$ cat src/hw/rtl/strint_pkg.sv
// types and constants shared by the string to integer parser modules
package strint_pkg;

    // parse mode register values
    typedef enum logic [1:0] {
        MODE_U64   = 2'd0,
        MODE_S64   = 2'd1,
        MODE_OCT32 = 2'd2,
        MODE_S32   = 2'd3
    } strint_mode_t;

    // parse phases
    typedef enum logic [2:0] {
        PH_INIT = 3'd0,
        PH_ZERO = 3'd1,
        PH_HEX  = 3'd2,
        PH_OCT  = 3'd3,
        PH_DEC  = 3'd4,
        PH_WS   = 3'd5
    } strint_phase_t;

    // result status codes
    typedef enum logic [3:0] {
        ST_OK       = 4'd0,
        ST_NODIG    = 4'd1,
        ST_NEG      = 4'd2,
        ST_BADFIRST = 4'd3,
        ST_DBLZERO  = 4'd4,
        ST_BADOCT   = 4'd5,
        ST_TRAIL    = 4'd6,
        ST_BADDIG   = 4'd7,
        ST_OVF64    = 4'd8,
        ST_BIG64    = 4'd9,
        ST_BIGINT   = 4'd10,
        ST_NEGINT   = 4'd11
    } strint_status_t;

    localparam logic [63:0] INT_MAX_POS = 64'h0000_0000_7FFF_FFFF;
    localparam logic [63:0] INT_MAX_NEG = 64'h0000_0000_8000_0000;

    // one classified character travelling from front to back
    typedef struct packed {
        logic       term;
        logic       ws;
        logic       zero;
        logic       minus;
        logic       ex;
        logic       dec_ok;
        logic       oct_ok;
        logic       hex_ok;
        logic [3:0] digit;
    } strint_item_t;

endpackage

$ cat src/hw/rtl/strint_front.sv
// front end: accepts characters and classifies them for the back end
module strint_front (
    input  logic                  s_valid,
    output logic                  s_ready,
    input  logic [7:0]            s_char_code,
    output logic                  push_valid,
    input  logic                  push_ready,
    output strint_pkg::strint_item_t push_item
);
    import strint_pkg::*;

    logic is_num;
    logic is_lower;
    logic is_upper;

    // handshake straight onto the queue
    assign push_valid = s_valid;
    assign s_ready    = push_ready;

    // character classes
    always_comb begin
        is_num   = (s_char_code >= 8'h30) && (s_char_code <= 8'h39);
        is_lower = (s_char_code >= 8'h61) && (s_char_code <= 8'h66);
        is_upper = (s_char_code >= 8'h41) && (s_char_code <= 8'h46);

        push_item.term   = (s_char_code == 8'h00);
        push_item.ws     = (s_char_code == 8'h20) ||
                           ((s_char_code >= 8'h09) && (s_char_code <= 8'h0D));
        push_item.zero   = (s_char_code == 8'h30);
        push_item.minus  = (s_char_code == 8'h2D);
        push_item.ex     = (s_char_code == 8'h78);
        push_item.dec_ok = is_num;
        push_item.oct_ok = (s_char_code >= 8'h30) && (s_char_code <= 8'h37);
        push_item.hex_ok = is_num || is_lower || is_upper;
        // letters a-f and A-F have low nibbles 1 to 6
        if (is_num) begin
            push_item.digit = s_char_code[3:0];
        end else begin
            push_item.digit = s_char_code[3:0] + 4'd9;
        end
    end

endmodule

$ cat src/hw/rtl/strint_queue.sv
// two entry queue between front and back end
module strint_queue (
    input  logic                     aclk,
    input  logic                     aresetn,
    input  logic                     push_valid,
    output logic                     push_ready,
    input  strint_pkg::strint_item_t push_item,
    output logic                     pop_valid,
    input  logic                     pop_ready,
    output strint_pkg::strint_item_t pop_item
);
    import strint_pkg::*;

    strint_item_t entry_reg [2];
    logic         wr_ptr_reg, wr_ptr_next;
    logic         rd_ptr_reg, rd_ptr_next;
    logic [1:0]   count_reg, count_next;
    logic         do_push;
    logic         do_pop;

    assign push_ready = (count_reg != 2'd2);
    assign pop_valid  = (count_reg != 2'd0);
    assign pop_item   = entry_reg[rd_ptr_reg];
    assign do_push    = push_valid && push_ready;
    assign do_pop     = pop_valid && pop_ready;

    // pointer and fill count update
    always_comb begin
        wr_ptr_next = do_push ? ~wr_ptr_reg : wr_ptr_reg;
        rd_ptr_next = do_pop ? ~rd_ptr_reg : rd_ptr_reg;
        count_next  = count_reg;
        if (do_push && !do_pop) begin
            count_next = count_reg + 2'd1;
        end else if (do_pop && !do_push) begin
            count_next = count_reg - 2'd1;
        end
    end

    always_ff @(posedge aclk) begin
        if (!aresetn) begin
            wr_ptr_reg <= 1'b0;
            rd_ptr_reg <= 1'b0;
            count_reg  <= 2'd0;
        end else begin
            wr_ptr_reg <= wr_ptr_next;
            rd_ptr_reg <= rd_ptr_next;
            count_reg  <= count_next;
        end
    end

    // entry storage
    always_ff @(posedge aclk) begin
        if (do_push) begin
            entry_reg[wr_ptr_reg] <= push_item;
        end
    end

endmodule

$ cat src/hw/rtl/strint_back.sv
// back end: parse state machine, accumulator and result register
module strint_back (
    input  logic                     aclk,
    input  logic                     aresetn,
    input  strint_pkg::strint_mode_t mode,
    input  logic                     pop_valid,
    output logic                     pop_ready,
    input  strint_pkg::strint_item_t pop_item,
    output logic                     m_valid,
    input  logic                     m_ready,
    output logic [63:0]              m_parsed_value,
    output logic [3:0]               m_status_code
);
    import strint_pkg::*;

    strint_phase_t  phase_reg, phase_next;
    logic [63:0]    acc_reg, acc_next;
    logic           neg_reg, neg_next;
    strint_status_t err_reg, err_next;
    logic           m_valid_reg, m_valid_next;
    logic [63:0]    value_reg, value_next;
    strint_status_t status_reg, status_next;

    logic           out_free;
    logic           take;
    logic           allow_neg;
    logic           force_oct;
    logic           dig_ok;
    logic [67:0]    scaled;
    logic [67:0]    stepped;
    logic [63:0]    fin_value;
    strint_status_t fin_status;

    assign out_free  = !m_valid_reg || m_ready;
    assign pop_ready = !pop_item.term || out_free;
    assign take      = pop_valid && pop_ready;
    assign allow_neg = (mode == MODE_S64) || (mode == MODE_S32);
    assign force_oct = (mode == MODE_OCT32);

    assign m_valid        = m_valid_reg;
    assign m_parsed_value = value_reg;
    assign m_status_code  = status_reg;

    // accumulator times radix plus digit, with carry-out bits for overflow
    always_comb begin
        case (phase_reg)
            PH_HEX:  scaled = {acc_reg, 4'b0000};
            PH_OCT:  scaled = {1'b0, acc_reg, 3'b000};
            default: scaled = {1'b0, acc_reg, 3'b000} + {3'b000, acc_reg, 1'b0};
        endcase
        stepped = scaled + {64'd0, pop_item.digit};
        case (phase_reg)
            PH_HEX:  dig_ok = pop_item.hex_ok;
            PH_OCT:  dig_ok = pop_item.oct_ok;
            default: dig_ok = pop_item.dec_ok;
        endcase
    end

    // final range checks at the terminator
    always_comb begin
        fin_value  = 64'd0;
        fin_status = ST_OK;
        if (err_reg != ST_OK) begin
            fin_status = err_reg;
        end else if (phase_reg == PH_INIT) begin
            fin_status = ST_NODIG;
        end else if (mode == MODE_U64) begin
            fin_value = acc_reg;
        end else if (mode == MODE_OCT32) begin
            if (acc_reg > INT_MAX_POS) begin
                fin_status = ST_BIGINT;
            end else begin
                fin_value = acc_reg;
            end
        end else if (acc_reg[63]) begin
            fin_status = ST_BIG64;
        end else if ((mode == MODE_S32) && neg_reg && (acc_reg > INT_MAX_NEG)) begin
            fin_status = ST_NEGINT;
        end else if ((mode == MODE_S32) && !neg_reg && (acc_reg > INT_MAX_POS)) begin
            fin_status = ST_BIGINT;
        end else begin
            fin_value = neg_reg ? (64'd0 - acc_reg) : acc_reg;
        end
    end

    // next state and result
    always_comb begin
        phase_next   = phase_reg;
        acc_next     = acc_reg;
        neg_next     = neg_reg;
        err_next     = err_reg;
        value_next   = value_reg;
        status_next  = status_reg;
        m_valid_next = m_ready ? 1'b0 : m_valid_reg;

        if (take && pop_item.term) begin
            m_valid_next = 1'b1;
            value_next   = fin_value;
            status_next  = fin_status;
            phase_next   = PH_INIT;
            acc_next     = 64'd0;
            neg_next     = 1'b0;
            err_next     = ST_OK;
        end else if (take && (err_reg == ST_OK)) begin
            unique case (phase_reg)
                PH_INIT: begin
                    if (pop_item.zero) begin
                        phase_next = PH_ZERO;
                    end else if (pop_item.minus) begin
                        if (!allow_neg) begin
                            err_next = ST_NEG;
                        end else begin
                            neg_next = 1'b1;
                        end
                    end else if (!pop_item.ws) begin
                        phase_next = force_oct ? PH_OCT : PH_DEC;
                        if (force_oct ? !pop_item.oct_ok : !pop_item.dec_ok) begin
                            err_next = ST_BADFIRST;
                        end else begin
                            acc_next = {60'd0, pop_item.digit};
                        end
                    end
                end
                PH_ZERO: begin
                    if (pop_item.zero) begin
                        err_next = ST_DBLZERO;
                    end else if (pop_item.ex && !force_oct) begin
                        phase_next = PH_HEX;
                    end else begin
                        phase_next = PH_OCT;
                        if (!pop_item.oct_ok) begin
                            err_next = ST_BADOCT;
                        end else begin
                            acc_next = {60'd0, pop_item.digit};
                        end
                    end
                end
                PH_WS: begin
                    if (!pop_item.ws) begin
                        err_next = ST_TRAIL;
                    end
                end
                PH_HEX, PH_OCT, PH_DEC: begin
                    if (pop_item.ws) begin
                        phase_next = PH_WS;
                    end else if (!dig_ok) begin
                        err_next = ST_BADDIG;
                    end else if (|stepped[67:64]) begin
                        err_next = ST_OVF64;
                    end else begin
                        acc_next = stepped[63:0];
                    end
                end
                default: begin
                    err_next = ST_BADDIG;
                end
            endcase
        end
    end

    always_ff @(posedge aclk) begin
        if (!aresetn) begin
            phase_reg   <= PH_INIT;
            acc_reg     <= 64'd0;
            neg_reg     <= 1'b0;
            err_reg     <= ST_OK;
            m_valid_reg <= 1'b0;
        end else begin
            phase_reg   <= phase_next;
            acc_reg     <= acc_next;
            neg_reg     <= neg_next;
            err_reg     <= err_next;
            m_valid_reg <= m_valid_next;
        end
    end

    // result payload
    always_ff @(posedge aclk) begin
        value_reg  <= value_next;
        status_reg <= status_next;
    end

endmodule

$ cat src/hw/rtl/string_to_integer_parser.sv
// top level of the streaming string to integer parser
//
//  channel   direction  ports                               transaction
//  s_        in         s_valid s_ready s_char_code         one character
//  m_        out        m_valid m_ready m_parsed_value ...  one result per string
//  cfg_      in         cfg_wr_en cfg_wr_data               parse mode write
//
// one character is taken per cycle while the queue has room; the back end parse
// state machine pops one queued character per cycle, a terminator only once the
// result register is free, and registers m_valid as it pops the terminator.
// reset clears the queue, the parse state and the mode (unsigned 64-bit).
// a stalled result holds the back end only at the next terminator; digits keep
// flowing meanwhile, and the two entry queue absorbs front side stalls.
module string_to_integer_parser (
    input  logic        aclk,
    input  logic        aresetn,
    input  logic        cfg_wr_en,
    input  logic [1:0]  cfg_wr_data,
    input  logic        s_valid,
    output logic        s_ready,
    input  logic [7:0]  s_char_code,
    output logic        m_valid,
    input  logic        m_ready,
    output logic [63:0] m_parsed_value,
    output logic [3:0]  m_status_code
);
    import strint_pkg::*;

    strint_mode_t mode_reg;
    logic         push_valid;
    logic         push_ready;
    strint_item_t push_item;
    logic         pop_valid;
    logic         pop_ready;
    strint_item_t pop_item;

    // mode register
    always_ff @(posedge aclk) begin
        if (!aresetn) begin
            mode_reg <= MODE_U64;
        end else if (cfg_wr_en) begin
            mode_reg <= strint_mode_t'(cfg_wr_data);
        end
    end

    strint_front u_front (
        .s_valid     (s_valid),
        .s_ready     (s_ready),
        .s_char_code (s_char_code),
        .push_valid  (push_valid),
        .push_ready  (push_ready),
        .push_item   (push_item)
    );

    strint_queue u_queue (
        .aclk       (aclk),
        .aresetn    (aresetn),
        .push_valid (push_valid),
        .push_ready (push_ready),
        .push_item  (push_item),
        .pop_valid  (pop_valid),
        .pop_ready  (pop_ready),
        .pop_item   (pop_item)
    );

    strint_back u_back (
        .aclk           (aclk),
        .aresetn        (aresetn),
        .mode           (mode_reg),
        .pop_valid      (pop_valid),
        .pop_ready      (pop_ready),
        .pop_item       (pop_item),
        .m_valid        (m_valid),
        .m_ready        (m_ready),
        .m_parsed_value (m_parsed_value),
        .m_status_code  (m_status_code)
    );

endmodule

$ cat config.mk
export PLATFORM = sky130hd
export DESIGN_NAME = string_to_integer_parser
export DESIGN_NICKNAME = d
export VERILOG_FILES = /design/src/hw/rtl/strint_pkg.sv /design/src/hw/rtl/strint_front.sv /design/src/hw/rtl/strint_queue.sv /design/src/hw/rtl/strint_back.sv /design/src/hw/rtl/string_to_integer_parser.sv
export SDC_FILE = /design/constraint.sdc
export NUM_CORES = 1
export LEC_CHECK = 0
export BUFFER_PORTS_ARGS = -buffer_cell sky130_fd_sc_hd__buf_2
export CAP_MARGIN = 10
export CORE_ASPECT_RATIO = 1.4
export CORE_MARGIN = 4
export CORE_UTILIZATION = 55
export DETAILED_ROUTE_END_ITERATION = 10
export GPL_ROUTABILITY_DRIVEN = 0
export PLACE_DENSITY_LB_ADDON = 0.2
export SLEW_MARGIN = 20
export SYNTH_ARGS = -nofsm -noshare
export SYNTH_HDL_FRONTEND = slang
export SYNTH_SLANG_ARGS = --single-unit
$ cat constraint.sdc
create_clock -name aclk -period 8.9 [get_ports aclk]
set_clock_uncertainty 0.1 [all_clocks]
set_input_delay 0.89 -clock aclk [delete_from_list [all_inputs] [get_ports aclk]]
set_output_delay 0.89 -clock aclk [all_outputs]
set_load 0.02 [all_outputs]
==> run_results.csv <==
group,metric,value,unit
job,cap_violations,0,
setup_path,worst_setup_path_start_kind,"flop",
logic_synthesis,synth_ff_type,"edfxtp_1",
sta,setup_viol,0,
sta,clock.fmax,150,MHz
layout,n_antenna_cell,0,
setup_path,critical_path.max_stage_delay,0.77,ns
clock_network,clock-root-buffer,"clkbuf_16",
sta,min_period,6.69,ns
floorplanning,dieWidth,154,um
global_route,grt_max_degree,70,
power,p_leak,6.26,nW
layout,area_delta_synth_final,5.91,%
global_route,grt_pass1_wl,83.8,mm
min_path,hold_class,"flop to flop",
setup_path,worstPathCellList,"ha_1 > a21oi_1 > o21ai_0 > a21oi_1 > nand3_1 > a211oi_1 > o21a_1 > o311ai_1 > a2111oi_4 > nor3b_2 > nor3b_2 > nand4_1 > a22oi_2 > nand2_1 > nor4_4 > buf_4 > a22o_1",
sta,rsz0062_at_grt,"no",
logic_synthesis,ys_warn_count,0,
power,power_density,166,nW/um2
sta,slew_headroom,24.9,%
placed_design,place_ws,2.50,ns
logic_synthesis,synth-async-reset-ratio,0,%
sta,drv_slew,0,
placed_design,post-dp-hpwl,41.6,mm
sta,layout_setup_ws,2.21,ns
power,ir_drop,0.000211,V
drt,wire_per_inst,22.0,um
logic_synthesis,synth-seq-area-share,26.7,%
logic_synthesis,syn_nets,2200,
layout,n_fill_cell,2702,
floorplanning,dieArea,32600,um2
clock_network,numCtsBuffers,17,
setup_path,crit_type,"flop to flop",
logic_synthesis,ys_ff_latch,172,
setup_path,worstPathMaxFanout,42,
setup_path,cp_slowest_cell,"nor4_4",
placed_design,port_buffers,84,
logic_synthesis,synth_area,16300,um2
clock_network,clock_latency,0.45,ns
clock_network,ctsHoldBuffers,0,
placed_design,dpl.cell_count,2435,
drt,num_vias,17000,
global_route,overflow,0,
global_route,first_global_vias,16100,
drt,wl,54.3,mm
sta,hold_ws,0.406,ns
drt,firstDrtPassIters,6,
clock_network,h-tree-depth,4,
sta,tns,0,ns
logic_synthesis,synth-edff-count,92,
global_route,antenna_found_initial,0,
clock_network,cts_buffer_depth,2,
layout,nets,2161,
floorplanning,initial_core_util,55.8,%
drt,drc,0,
run_status,status,"finished clean",
floorplanning,core,29300,um2
logic_synthesis,syn_avg_cell_area,7.73,um2
setup_path,end_kind,"flop",
layout,drive_gt1_share,10.7,%
floorplanning,dieHeight,212,um
sta,post-route-period-util,75.1,%
floorplanning,num_io_pins,85,
logic_synthesis,ys_types,101,
clock_network,cts_resized,0,
layout,instances_no_fill,2467,
clock_network,post_cts_buffers,0,
setup_path,cp.required,9.18,ns
clock_network,cts.sinks,172,
global_route,grtUsageTotal,31.9,%
drt,vias_per_cell,6.91,
drt,drtIter0Drc,1539,
setup_path,arrival,6.96,ns
floorplanning,rows,74,
drt,route.antenna.remaining_nets,0,
logic_synthesis,syn_inst,2113,
sta,finalHoldViolations,0,
sta,tightest_slew,1.11,ns
clock_network,clk_pin_slew_worst_paths,0.07,ns
clock_network,cts_tree,"yes",
[worst paths after layout]
kind	start	endpoint	slack (ns)	depth (start not counted)
worst max-delay path	u_back.acc_reg[32]$_SDFFE_PP0P_	u_back.acc_reg[18]$_SDFFE_PP0P_	2.21	17
worst min-delay path	u_back.err_reg[0]$_SDFFE_PP0P_	u_back.err_reg[0]$_SDFFE_PP0P_	0.41	2
worst max register to register	u_back.acc_reg[32]$_SDFFE_PP0P_	u_back.acc_reg[18]$_SDFFE_PP0P_	2.21	17
worst min register to register	u_back.err_reg[0]$_SDFFE_PP0P_	u_back.err_reg[0]$_SDFFE_PP0P_	0.41	2
[synth_stat cells, types with 26 or more instances]
cell type	count	area [um2]
nand3_1	48	240
dfxtp_1	80	1600
ha_1	70	876
inv_1	33	124
nor2_1	260	976
a311oi_1	39	342
clkbuf_1	89	334
a22o_1	60	526
a21o_1	28	210
nand2_1	230	863
xor2_1	41	359
mux2i_1	53	531
a31oi_1	26	163
xnor2_1	59	517
o21ai_0	121	606
nor4_1	26	163
nor3_1	48	240
buf_2	50	250
a21oi_1	204	1020
or3_1	38	238
edfxtp_1	92	2760
nand4_1	48	300
[cell families after synthesis]
family / count (synthesis) / synth area share, %
XOR/XNOR: 100 / 5.36
multiplexers: 76 / 4.90
flip-flops: 172 / 26.7
AND/OR/NAND/NOR: 842 / 25.4
AO/OA/AOI/OAI: 658 / 27.0
buffers and inverters: 192 / 4.96
adder cells (fa/ha/maj): 73 / 5.67
[through the flow]
step           power (W)  area (um2)  utilization, %
2_1_floorplan    0.00185       16300               -
3_3_place_gp     0.00211       16700            57.1
3_5_place_dp     0.00213       16700            57.1
4_1_cts          0.00287       17300            59.1
5_1_grt          0.00301       17300            59.1
6_report         0.00287       17300            59.1
[report_power, final]
group	switching [W]	internal, W
clock network	0.000364	0.000378
registers	0.0000833	0.000968
logic	0.000738	0.000340
total	0.00119	0.00169
[critical path, delay by kind of cell, from the launching register on]
kind	cells	cell delay (ns)
flops	1	0.71
buf+inv	1	0.54
fa+ha+maj	1	0.48
simple gates	6	1.97
compound gates	9	2.81
[metal layers]
layer	GRT usage [%]	vias to the layer above	share of wire (%)	routed length, um
met4	25.8	0	10	5410
met1	33.4	7951	34	18700
met3	4.62	345	6.2	3390
met2	56.7	924	49	26800
met5	0	-	0	0
li1	-	7829	-	-
[area by class of cell]
class                      instances  area, um2  area share, %
clock inverter                    15        166          0.962
clock buffer                      17        425           2.46
multi-input combinational       1749      11200           64.7
inverter                          34        128          0.738
sequential                       172       4370           25.3
tap                              380        475           2.75
timing repair buffer             100        541           3.12
[cells in the final DEF, fill, tap and decap left out, drive strengths merged, types with 10 or more instances in the layout]
cell type / instances
edfxtp: 92
inv: 42
a211oi: 20
a21o: 28
and2: 19
nand2b: 17
a22o: 60
o21bai: 10
xnor2: 59
or4: 12
dfxtp: 80
nand3: 49
o21ai: 132
a311oi: 40
or2: 16
mux2: 22
nor3b: 16
o31ai: 18
a22oi: 11
o21a: 14
clkbuf: 17
nor2b: 20
nand2: 231
nor2: 262
mux2i: 53
nor3: 51
ha: 70
a21oi: 206
or3: 42
nand4: 48
a31oi: 27
nor4: 33
xor2: 41
buf: 100
No activity file was read; power rests on OpenSTA's default activity.
